--- src/rtl/core/rgbhsv_pkg.sv ---
`timescale 1ns / 1ps
// ----------------------------------------------------------------------------
// rgbhsv_pkg
// shared sector codes for the rgb to hsv color unit
// ----------------------------------------------------------------------------
package rgbhsv_pkg;

  // sector of the largest component, one-hot
  typedef enum logic [2:0] {
    SEC_RED   = 3'b001,
    SEC_GREEN = 3'b010,
    SEC_BLUE  = 3'b100
  } sector_e;

endpackage

--- src/rtl/core/rgbhsv_if.sv ---
`timescale 1ns / 1ps
// ----------------------------------------------------------------------------
// rgbhsv_if
// valid/ready channel carrying three components of one request
// ----------------------------------------------------------------------------
interface rgbhsv_if #(
  parameter int unsigned W = 16
);
  logic         valid;
  logic         ready;
  logic [W-1:0] c0;
  logic [W-1:0] c1;
  logic [W-1:0] c2;

  modport source (output valid, output c0, output c1, output c2, input ready);
  modport sink   (input valid, input c0, input c1, input c2, output ready);
endinterface

--- src/rtl/core/rgbhsv_div_cell.sv ---
`timescale 1ns / 1ps
// ----------------------------------------------------------------------------
// rgbhsv_div_cell
// one restoring step for both hue and saturation fractional quotients
// ----------------------------------------------------------------------------
module rgbhsv_div_cell #(
  parameter int unsigned W = 16
) (
  input  logic         clk_i,
  input  logic         rst_ni,
  input  logic         en_i,
  input  logic         vld_i,
  input  logic [W+2:0] hrem_i,
  input  logic [W+2:0] hden_i,
  input  logic [W-1:0] hq_i,
  input  logic [W:0]   srem_i,
  input  logic [W-1:0] sden_i,
  input  logic [W-1:0] sq_i,
  input  logic [W-1:0] slow_i,
  input  logic [W-1:0] val_i,
  output logic         vld_o,
  output logic [W+2:0] hrem_o,
  output logic [W+2:0] hden_o,
  output logic [W-1:0] hq_o,
  output logic [W:0]   srem_o,
  output logic [W-1:0] sden_o,
  output logic [W-1:0] sq_o,
  output logic [W-1:0] slow_o,
  output logic [W-1:0] val_o
);
  logic [W+3:0] hsh;
  logic [W+1:0] ssh;
  logic         hge, sge;
  logic         vld_q;
  logic [W+2:0] hrem_q, hden_q;
  logic [W-1:0] hq_q, sq_q, sden_q, slow_q, val_q;
  logic [W:0]   srem_q;

  assign hsh = {hrem_i, 1'b0};
  // saturation brings down the next low numerator bit
  assign ssh = {srem_i, slow_i[W-1]};
  assign hge = hsh >= {1'b0, hden_i};
  assign sge = ssh >= {2'b00, sden_i};

  always_ff @(posedge clk_i or negedge rst_ni) begin
    if (!rst_ni) begin
      vld_q <= 1'b0;
    end else if (en_i) begin
      vld_q <= vld_i;
    end
  end

  always_ff @(posedge clk_i) begin
    if (en_i) begin
      hrem_q <= hge ? (W+3)'(hsh - {1'b0, hden_i}) : hsh[W+2:0];
      hden_q <= hden_i;
      hq_q   <= {hq_i[W-2:0], hge};
      srem_q <= sge ? (W+1)'(ssh - {2'b00, sden_i}) : ssh[W:0];
      sden_q <= sden_i;
      sq_q   <= {sq_i[W-2:0], sge};
      slow_q <= {slow_i[W-2:0], 1'b0};
      val_q  <= val_i;
    end
  end

  assign vld_o  = vld_q;
  assign hrem_o = hrem_q;
  assign hden_o = hden_q;
  assign hq_o   = hq_q;
  assign srem_o = srem_q;
  assign sden_o = sden_q;
  assign sq_o   = sq_q;
  assign slow_o = slow_q;
  assign val_o  = val_q;
endmodule

--- src/rtl/core/rgb_to_hsv_color_unit.sv ---
`timescale 1ns / 1ps
// ----------------------------------------------------------------------------
// rgb_to_hsv_color_unit
// hexcone rgb to hsv conversion in unsigned fixed point
// ----------------------------------------------------------------------------
// One request (red, green, blue) per clock goes in and one result (hue,
// saturation, brightness) per clock comes out. The path is one front
// stage that finds max, min and the hue numerator, then a chain of
// COMPONENT_BITS divider cells, each producing one quotient bit of hue
// and of saturation, then an output register.
// The whole chain advances together and stalls only when the result
// register is full and not taken.
module rgb_to_hsv_color_unit #(
  parameter int unsigned COMPONENT_BITS = 16
) (
  input  logic        clk_i,
  input  logic        rst_ni,
  rgbhsv_if.sink      rgb_i,
  rgbhsv_if.source    hsv_o
);
  import rgbhsv_pkg::*;

  localparam int unsigned W = COMPONENT_BITS;
  localparam int unsigned N = COMPONENT_BITS;

  logic [W-1:0] r, g, b, mx, mn, d, pos, neg;
  logic [W+2:0] six_d, t_off, t_wrap;
  logic [W+3:0] t_sum;
  logic [W+W-1:0] sat_num;
  sector_e      sec;
  logic         en;

  // chain taps; index 0 is the front stage output
  logic         vld  [N+1];
  logic [W+2:0] hrem [N+1];
  logic [W+2:0] hden [N+1];
  logic [W-1:0] hq   [N+1];
  logic [W:0]   srem [N+1];
  logic [W-1:0] sden [N+1];
  logic [W-1:0] sq   [N+1];
  logic [W-1:0] slow [N+1];
  logic [W-1:0] val  [N+1];

  logic         f_vld_q;
  logic [W+2:0] f_hrem_q, f_hden_q;
  logic [W:0]   f_srem_q;
  logic [W-1:0] f_sden_q, f_slow_q, f_val_q;
  logic         o_vld_q;
  logic [W-1:0] o_hue_q, o_sat_q, o_val_q;

  assign r = rgb_i.c0;
  assign g = rgb_i.c1;
  assign b = rgb_i.c2;

  // result register frees when taken; whole chain moves together
  assign en = !o_vld_q || hsv_o.ready;
  assign rgb_i.ready = en;

  always_comb begin
    mx = r;
    if (g > mx) mx = g;
    if (b > mx) mx = b;
    mn = r;
    if (g < mn) mn = g;
    if (b < mn) mn = b;
    d = mx - mn;
    // red wins ties, then green
    if (r == mx)      sec = SEC_RED;
    else if (g == mx) sec = SEC_GREEN;
    else              sec = SEC_BLUE;
    case (sec)
      SEC_RED: begin
        pos = g; neg = b; t_off = '0;
      end
      SEC_GREEN: begin
        pos = b; neg = r; t_off = {2'b00, d, 1'b0};
      end
      SEC_BLUE: begin
        pos = r; neg = g; t_off = {1'b0, d, 2'b00};
      end
      default: begin
        pos = g; neg = b; t_off = '0;
      end
    endcase
    six_d  = {1'b0, d, 2'b00} + {2'b00, d, 1'b0};
    // offset + 6d + difference reaches 11d, one bit wider than 6d
    t_sum  = (W+4)'(t_off) + (W+4)'(six_d) + (W+4)'(pos) - (W+4)'(neg);
    t_wrap = (t_sum >= (W+4)'(six_d)) ? (W+3)'(t_sum - (W+4)'(six_d))
                                      : (W+3)'(t_sum);
    // saturation numerator d * (2^W - 1) as d*2^W - d
    sat_num = {d, {W{1'b0}}} - (2*W)'(d);
  end

  // saturation divides sat_num by mx: the high half (below mx) seeds the
  // remainder and each cell brings down one bit of the low half

  always_ff @(posedge clk_i or negedge rst_ni) begin
    if (!rst_ni) begin
      f_vld_q <= 1'b0;
    end else if (en) begin
      f_vld_q <= rgb_i.valid;
    end
  end

  always_ff @(posedge clk_i) begin
    if (en) begin
      f_hrem_q <= (d == '0) ? '0 : t_wrap;
      f_hden_q <= (d == '0) ? (W+3)'(1) : six_d;
      f_srem_q <= {1'b0, sat_num[2*W-1:W]};
      f_sden_q <= (mx == '0) ? W'(1) : mx;
      f_slow_q <= sat_num[W-1:0];
      f_val_q  <= mx;
    end
  end

  assign vld[0]  = f_vld_q;
  assign hrem[0] = f_hrem_q;
  assign hden[0] = f_hden_q;
  assign hq[0]   = '0;
  assign srem[0] = f_srem_q;
  assign sden[0] = f_sden_q;
  assign sq[0]   = '0;
  assign slow[0] = f_slow_q;
  assign val[0]  = f_val_q;

  for (genvar i = 0; i < N; i++) begin : g_cell
    rgbhsv_div_cell #(.W(W)) u_cell (
      .clk_i  (clk_i),
      .rst_ni (rst_ni),
      .en_i   (en),
      .vld_i  (vld[i]),
      .hrem_i (hrem[i]),
      .hden_i (hden[i]),
      .hq_i   (hq[i]),
      .srem_i (srem[i]),
      .sden_i (sden[i]),
      .sq_i   (sq[i]),
      .slow_i (slow[i]),
      .val_i  (val[i]),
      .vld_o  (vld[i+1]),
      .hrem_o (hrem[i+1]),
      .hden_o (hden[i+1]),
      .hq_o   (hq[i+1]),
      .srem_o (srem[i+1]),
      .sden_o (sden[i+1]),
      .sq_o   (sq[i+1]),
      .slow_o (slow[i+1]),
      .val_o  (val[i+1])
    );
  end

  always_ff @(posedge clk_i or negedge rst_ni) begin
    if (!rst_ni) begin
      o_vld_q <= 1'b0;
    end else if (en) begin
      o_vld_q <= vld[N];
    end
  end

  always_ff @(posedge clk_i) begin
    if (en) begin
      o_hue_q <= hq[N];
      o_sat_q <= sq[N];
      o_val_q <= val[N];
    end
  end

  assign hsv_o.valid = o_vld_q;
  assign hsv_o.c0    = o_hue_q;
  assign hsv_o.c1    = o_sat_q;
  assign hsv_o.c2    = o_val_q;
endmodule
--- src/flat_wrapper.sv ---
// flat-port wrapper written by rule: the top's interface ports become plain ports
module rgb_to_hsv_color_unit_flat import rgbhsv_pkg::*;
#(
  parameter int unsigned COMPONENT_BITS = 16
)
  (clk_i, rst_ni, rgb_i_valid, rgb_i_c0, rgb_i_c1, rgb_i_c2, rgb_i_ready, hsv_o_valid, hsv_o_c0, hsv_o_c1, hsv_o_c2, hsv_o_ready);
  rgbhsv_if rgb_i_i ();
  rgbhsv_if hsv_o_i ();
  input  logic clk_i;
  input  logic rst_ni;
  input wire logic [$bits(rgb_i_i.valid)-1:0] rgb_i_valid;
  input wire logic [$bits(rgb_i_i.c0)-1:0] rgb_i_c0;
  input wire logic [$bits(rgb_i_i.c1)-1:0] rgb_i_c1;
  input wire logic [$bits(rgb_i_i.c2)-1:0] rgb_i_c2;
  output wire logic [$bits(rgb_i_i.ready)-1:0] rgb_i_ready;
  output wire logic [$bits(hsv_o_i.valid)-1:0] hsv_o_valid;
  output wire logic [$bits(hsv_o_i.c0)-1:0] hsv_o_c0;
  output wire logic [$bits(hsv_o_i.c1)-1:0] hsv_o_c1;
  output wire logic [$bits(hsv_o_i.c2)-1:0] hsv_o_c2;
  input wire logic [$bits(hsv_o_i.ready)-1:0] hsv_o_ready;
  assign rgb_i_i.valid = rgb_i_valid;
  assign rgb_i_i.c0 = rgb_i_c0;
  assign rgb_i_i.c1 = rgb_i_c1;
  assign rgb_i_i.c2 = rgb_i_c2;
  assign rgb_i_ready = rgb_i_i.ready;
  assign hsv_o_valid = hsv_o_i.valid;
  assign hsv_o_c0 = hsv_o_i.c0;
  assign hsv_o_c1 = hsv_o_i.c1;
  assign hsv_o_c2 = hsv_o_i.c2;
  assign hsv_o_i.ready = hsv_o_ready;
  rgb_to_hsv_color_unit #(.COMPONENT_BITS(COMPONENT_BITS)) u_core (.clk_i(clk_i), .rst_ni(rst_ni), .rgb_i(rgb_i_i), .hsv_o(hsv_o_i));
endmodule
--- config.mk ---
export PLATFORM = sky130hd
export DESIGN_NAME = rgb_to_hsv_color_unit_flat
export DESIGN_NICKNAME = d
export VERILOG_FILES = /design/src/rtl/core/rgbhsv_pkg.sv /design/src/rtl/core/rgbhsv_if.sv /design/src/rtl/core/rgbhsv_div_cell.sv /design/src/rtl/core/rgb_to_hsv_color_unit.sv /design/src/flat_wrapper.sv
export SDC_FILE = /design/constraint.sdc
export NUM_CORES = 2
export LEC_CHECK = 0
export BUFFER_PORTS_ARGS = -buffer_cell sky130_fd_sc_hd__buf_2
export CORE_ASPECT_RATIO = 1.2
export CORE_MARGIN = 10
export CORE_UTILIZATION = 70
export CTS_BUF_LIST = sky130_fd_sc_hd__clkbuf_2 sky130_fd_sc_hd__clkbuf_4 sky130_fd_sc_hd__clkbuf_8
export CTS_CLUSTER_DIAMETER = 30
export CTS_CLUSTER_SIZE = 24
export DETAILED_ROUTE_END_ITERATION = 8
export PLACE_DENSITY = 0.95
export RECOVER_POWER = 25
export SYNTH_ARGS = -nofsm -noshare
export SYNTH_HDL_FRONTEND = slang
export SYNTH_HIERARCHICAL = 1
export SYNTH_SLANG_ARGS = --single-unit
--- constraint.sdc ---
create_clock -name clk_i -period 121.5 [get_ports clk_i]
set_clock_uncertainty 0.1 [all_clocks]
set_input_delay 6.075 -clock clk_i [delete_from_list [all_inputs] [get_ports clk_i]]
set_output_delay 6.075 -clock clk_i [all_outputs]
set_load 0.1 [all_outputs]
-- Yosys cells after proc, flatten, opt, wreduce, memory -nomap -nowiden
Index checks and enable logic that the tools add are counted.
- register bits: 1881
- add/subtract/negate cells: 37
- $lt $le $gt $ge: 37
- equal/unequal tests: 4
- multiplexer cells: 40
- reduce and logical (&&, ||, !) cells: 4
- operators with widths (operator ; count):
    >= comparator 20 x 19 -> 1 bit ; 17
    two-way mux 19 bit ; 16
    subtractor 19 bit ; 16
    >= comparator 18 x 16 -> 1 bit ; 15
    two-way mux 17 bit ; 15
    subtractor 17 x 16 -> 17 bit ; 15
    two-way mux 16 bit ; 4
    case mux 16 bit (2 select lines) ; 2
    case mux 18 bit (2 select lines) ; 1
    equality test 16 bit ; 2
    > comparator 16 bit ; 2
    logical NOT 16 bit ; 2
    < comparator 16 bit ; 2
    subtractor 32 x 16 -> 32 bit ; 1
    adder 18 x 19 -> 20 bit ; 1
    adder 20 x 16 -> 20 bit ; 1
    subtractor 20 x 16 -> 20 bit ; 1
    adder 18 x 17 -> 19 bit ; 1
    >= comparator 17 x 16 -> 1 bit ; 1
    subtractor 16 bit ; 1
    two-way mux 3 bit ; 2
    equality test 3 x 2 -> 1 bit, second input constant ; 1
    equality test 3 bit, second input constant ; 1
    logical NOT 1 bit ; 1
    logical OR 1 bit ; 1

-- Longest topological paths before layout
- depth in word-level cells: 14
- gate-level depth with buffers: 62
- depth with buffers taken out: 58

-- Cells and area by module
Netlist, hierarchy kept.
- modules (own cells, without submodules) (module ; instances ; cells an instance ; area an instance (sq um)):
    rgbhsv_div_cell (u_core.g_cell[0].u_cell ...) ; 13 ; 497 ; 6665.1
    rgbhsv_div_cell (u_core.g_cell[12].u_cell ...) ; 3 ; 499 ; 6655.1
    rgb_to_hsv_color_unit ; 1 ; 1309 ; 13032.5

-- Worst setup path after synthesis
Ideal clock, no wire load.
- kind: in2reg
- start: input port hsv_o_ready
- end: register u_core.f_vld_q
- library setup time: 0.238 ns
- arrival time: 68.475 ns
- required time: 121.162 ns
- setup slack: 52.687 ns
- cell stages on the path: 2
- path through: nand2b_1 > mux2_2
- longest elaborated chain between the ends: 1
- ends and longest elaborated chain (what ; RTL line ; source):
    start: declaration ; flat_wrapper.sv:20 ; input wire logic [$bits(hsv_o_i.ready)-1:0] hsv_o_ready;
    logical OR 1 bit ; rgb_to_hsv_color_unit.sv:56 ; assign en = !o_vld_q || hsv_o.ready;
    end signal: assignment ; rgb_to_hsv_color_unit.sv:101 ; f_vld_q <= rgb_i.valid;
    end: declaration ; rgb_to_hsv_color_unit.sv:44 ; logic f_vld_q;
Every way passes these cells.
A chain may end at the register's enable or synchronous reset.

-- Worst setup path after layout
- start: input port rgb_i_c0[4]
- end: register u_core.f_hrem_q[1] (data pin)
- elaborated cells between the ends (all ways): 26
- those cells by class: add/sub: 6; order compare: 5; eq/ne: 4; mux: 10; reduce/logical: 1
- RTL lines (what ; RTL line ; source):
    start: declaration ; flat_wrapper.sv:12 ; input wire logic [$bits(rgb_i_i.c0)-1:0] rgb_i_c0;
    > comparator 16 bit ; rgb_to_hsv_color_unit.sv:61 ; if (g > mx) mx = g;
    two-way mux 16 bit * ; rgb_to_hsv_color_unit.sv:61 ;
    > comparator 16 bit ; rgb_to_hsv_color_unit.sv:62 ; if (b > mx) mx = b;
    two-way mux 16 bit * ; rgb_to_hsv_color_unit.sv:62 ;
    via u_core.mx[0] ; rgb_to_hsv_color_unit.sv:26 ; logic [W-1:0] r, g, b, mx, mn, d, pos, neg;
    subtractor 16 bit * ; rgb_to_hsv_color_unit.sv:66 ; d = mx - mn;
    adder 18 x 17 -> 19 bit * ; rgb_to_hsv_color_unit.sv:85 ; six_d = {1'b0, d, 2'b00} + {2'b00, d, 1'b0};
    via u_core.six_d[13] ; rgb_to_hsv_color_unit.sv:27 ; logic [W+2:0] six_d, t_off, t_wrap;
    adder 18 x 19 -> 20 bit ; rgb_to_hsv_color_unit.sv:87 ; t_sum = (W+4)'(t_off) + (W+4)'(six_d) + (W+4)'(pos) - (W+4)'(neg);
    adder 20 x 16 -> 20 bit ; rgb_to_hsv_color_unit.sv:87 ;
    subtractor 20 x 16 -> 20 bit ; rgb_to_hsv_color_unit.sv:87 ;
    >= comparator 20 x 19 -> 1 bit * ; rgb_to_hsv_color_unit.sv:88 ; t_wrap = (t_sum >= (W+4)'(six_d)) ? (W+3)'(t_sum - (W+4)'(six_d))
    two-way mux 19 bit * ; rgb_to_hsv_color_unit.sv:88 ;
    end signal: assignment ; rgb_to_hsv_color_unit.sv:107 ; f_hrem_q <= (d == '0) ? '0 : t_wrap;
    end: declaration ; rgb_to_hsv_color_unit.sv:45 ; logic [W+2:0] f_hrem_q, f_hden_q;
Mark *: on every way through the listed nets, which the timed path passes. The rest lies on a longest branch.

==> flow_metrics.py <==
metrics = {
    "outcome": {
        "run_status": "complete, but fails checks",
        "violations": "DRC",
    },
    "routing": {
        "ant_nets": 0,
        "drt-initial-drc-count": 6431,
        "wire_per_inst_um": 24.5,
        "drc": 2,
        "firstDrtPassIters": 9,
        "viasPerCell": 6.50,
        "totalWireLength_mm": 273,
        "vias": 72500,
    },
    "timing": {
        "hold_viol": 0,
        "post-route-period-util_pct": 16.2,
        "slew_headroom_pct": 7.02,
        "finalSetupViolCount": 0,
        "fmax_ghz": 0.0507,
        "worst_pin_slew_ns": 1.38,
        "fin_crit_ns": 19.71,
        "fin_tns_setup_ns": 0,
        "drv_slew": 0,
        "grt_setup_unrepaired": "no",
    },
    "cts": {
        "hold_buffers": 0,
        "cts_tree": "yes",
        "clockBufferDepth": 4,
        "clk_latency_ns": 1.06,
        "cts_sinks": 1881,
        "root_buffer": "clkbuf_8",
        "cts_setup_buffers": 0,
        "cts-buffers-inserted": 328,
        "ctsResizeCount": 0,
        "path_clk_slew_ns": 0.06,
        "htree_levels": 5,
    },
    "logic_synthesis": {
        "yosysWarnings": 6,
        "avgSynthCellArea_um2": 12.2,
        "syn-cell-area_mm2": 0.105,
        "synthCells": 8576,
    },
    "setup_path": {
        "timing.rr.start": "u_core/hsv_o.valid",
        "ff2ff_path_depth": 6,
        "crit_top_cell": "inv_1",
        "slowest_delay_ns": 0.62,
        "cp_max_fo": 20,
        "end_kind": "flop",
        "slowest_stage": "xnor2_1",
        "reg2reg_to": "u_core/f_srem_q[5]",
        "rrSetupSlack_ns": 116.02,
        "cp.arrival_ns": 20.49,
        "required_ns": 122.28,
        "worstSetupPathType": "primary input to flop",
        "start_kind": "primary input",
    },
    "global_routing": {
        "grt_pass1_wl_mm": 417,
        "grt_max_degree": 145,
        "grt_overflow": 0,
        "grt_pass1_vias": 74700,
        "grtUsageTotal_pct": 32.1,
        "antenna_found_initial": 5,
    },
    "final_layout": {
        "regArea_mm2": 0.0564,
        "fillerInstances": 8553,
        "final_util_pct": 76.8,
        "fin_nets": 9737,
        "drive_gt1_share_pct": 15.8,
        "multi_input_area_mm2": 0.0440,
        "syn2layout_area_growth_pct": 8.95,
    },
    "floorplan": {
        "fp.coreArea_mm2": 0.149,
        "num_io_pins": 102,
        "start_util_pct": 70.5,
        "die_area_mm2": 0.166,
        "die_y_um": 444,
        "rows": 155,
        "fp.dieW_um": 374,
    },
    "place": {
        "dpl.hpwl_mm": 198,
        "port-buffer-count": 101,
        "place.gp.congestion": 0.979,
    },
    "worst_hold_path": {
        "worstHoldPathType": "flop to flop",
        "whs_path_depth": 0,
        "min_to": "u_core/g_cell[1].u_cell/slow_o[11]",
        "hp-start": "u_core/g_cell[0].u_cell/slow_o[10]",
    },
    "job": {
        "cap_violations": 0,
    },
}
routing by layer:
metal  up-vias  routed length [um]  track usage, %
li1      32900                   -               -
met1     34700               87800            31.0
met2      3734              143000            59.3
met3      1295               15000            5.04
met4         0               26800            27.0
met5         -                   0               0
final cells by class:
cell class,instances,area share [%]
multi-input cells,5660,38.4
diodes,10,0.0219
repair buffers,165,0.873
clock buffers,342,4.08
well taps,1962,2.15
inverters,896,2.94
flip-flops and latches,1881,49.3
clock inverters,240,2.19
cells in the final DEF (no fill, tap or decap), types with 35 or more instances in the layout:
master      count
a211oi_1      115
a21o_1        106
a21oi_1       531
a31oi_1        40
and2_1         74
and3_1         36
buf_2         101
buf_4          63
clkbuf_8      336
clkinv_4       35
clkinvlp_4     40
edfxtp_1     1863
fa_1           66
ha_1          687
inv_1         893
inv_6          51
mux2_2        261
mux2_4        111
mux2i_1       144
nand2_1       301
nand2b_1       85
nand3_1       153
nand4_1       105
nor2_1        621
nor3_1        175
o211ai_1       61
o21a_1        208
o21ai_0       326
o21bai_1       97
o221ai_1       44
o31ai_1        52
or2_2          53
xnor2_1       344
xor2_1         93
worst max path at each step:
stage / to / start / cells past startpoint / slack (ns)
6_report: u_core/f_hrem_q[1] / rgb_i_c0[4] / 57 / 101.79
5_1_grt: u_core/f_hrem_q[1] / rgb_i_c0[14] / 56 / 100.76
4_1_cts: u_core/f_hrem_q[1] / rgb_i_c0[5] / 57 / 101.92
3_5_place_dp: u_core/f_hrem_q[1] / rgb_i_c0[5] / 57 / 100.86
3_3_place_gp: u_core/f_hrem_q[1] / rgb_i_c0[5] / 55 / 101.04
2_1_floorplan: rgb_i_ready / hsv_o_ready / 1 / 63.90
stage by stage:
stage / hold slack, ns / cell area, um^2 / setup WS (ns) / instances
after floorplan: 0.300 / 105000 / 63.90 / 8577
after global placement: 0.300 / 107000 / 101.04 / 10600
after detailed placement: 0.305 / 107000 / 100.86 / 10600
after CTS: 0.258 / 114000 / 101.92 / 11100
after global routing: 0.271 / 114000 / 100.76 / 11200
final: 0.273 / 114000 / 101.79 / 11200
sequential cells by signal (all words and copies together) (netlist names), 16 cells and up:
name                         count
u_core/f_hrem_q                 19
u_core/g_cell.u_cell/hrem_o    285
u_core/g_cell.u_cell/vld_o      16
u_core/hsv_o.c0                 16
u_core/f_slow_q                 16
u_core/hsv_o.c1                 16
u_core/g_cell.u_cell/srem_o    255
u_core/g_cell.u_cell/sden_o    240
u_core/f_val_q                  16
u_core/hsv_o.c2                 16
u_core/g_cell.u_cell/slow_o    120
u_core/f_hden_q                 19
u_core/g_cell.u_cell/sq_o      136
u_core/g_cell.u_cell/hq_o      136
u_core/g_cell.u_cell/hden_o    285
u_core/g_cell.u_cell/val_o     256
u_core/f_srem_q                 16
u_core/f_sden_q                 16
worst max-delay path: cells and delay by family:
kind / cells / cell delay (ns)
buffers and inverters: 12 / 1.92
adder cells (fa/ha/maj): 9 / 3.26
AO/OA/AOI/OAI: 20 / 4.51
multiplexers: 2 / 0.91
XOR/XNOR: 3 / 1.15
AND/OR/NAND/NOR: 11 / 2.61
Power is left out: the tool's default activity adds up to more than one toggle a clock period on the data nets, which glitch-free logic cannot reach.
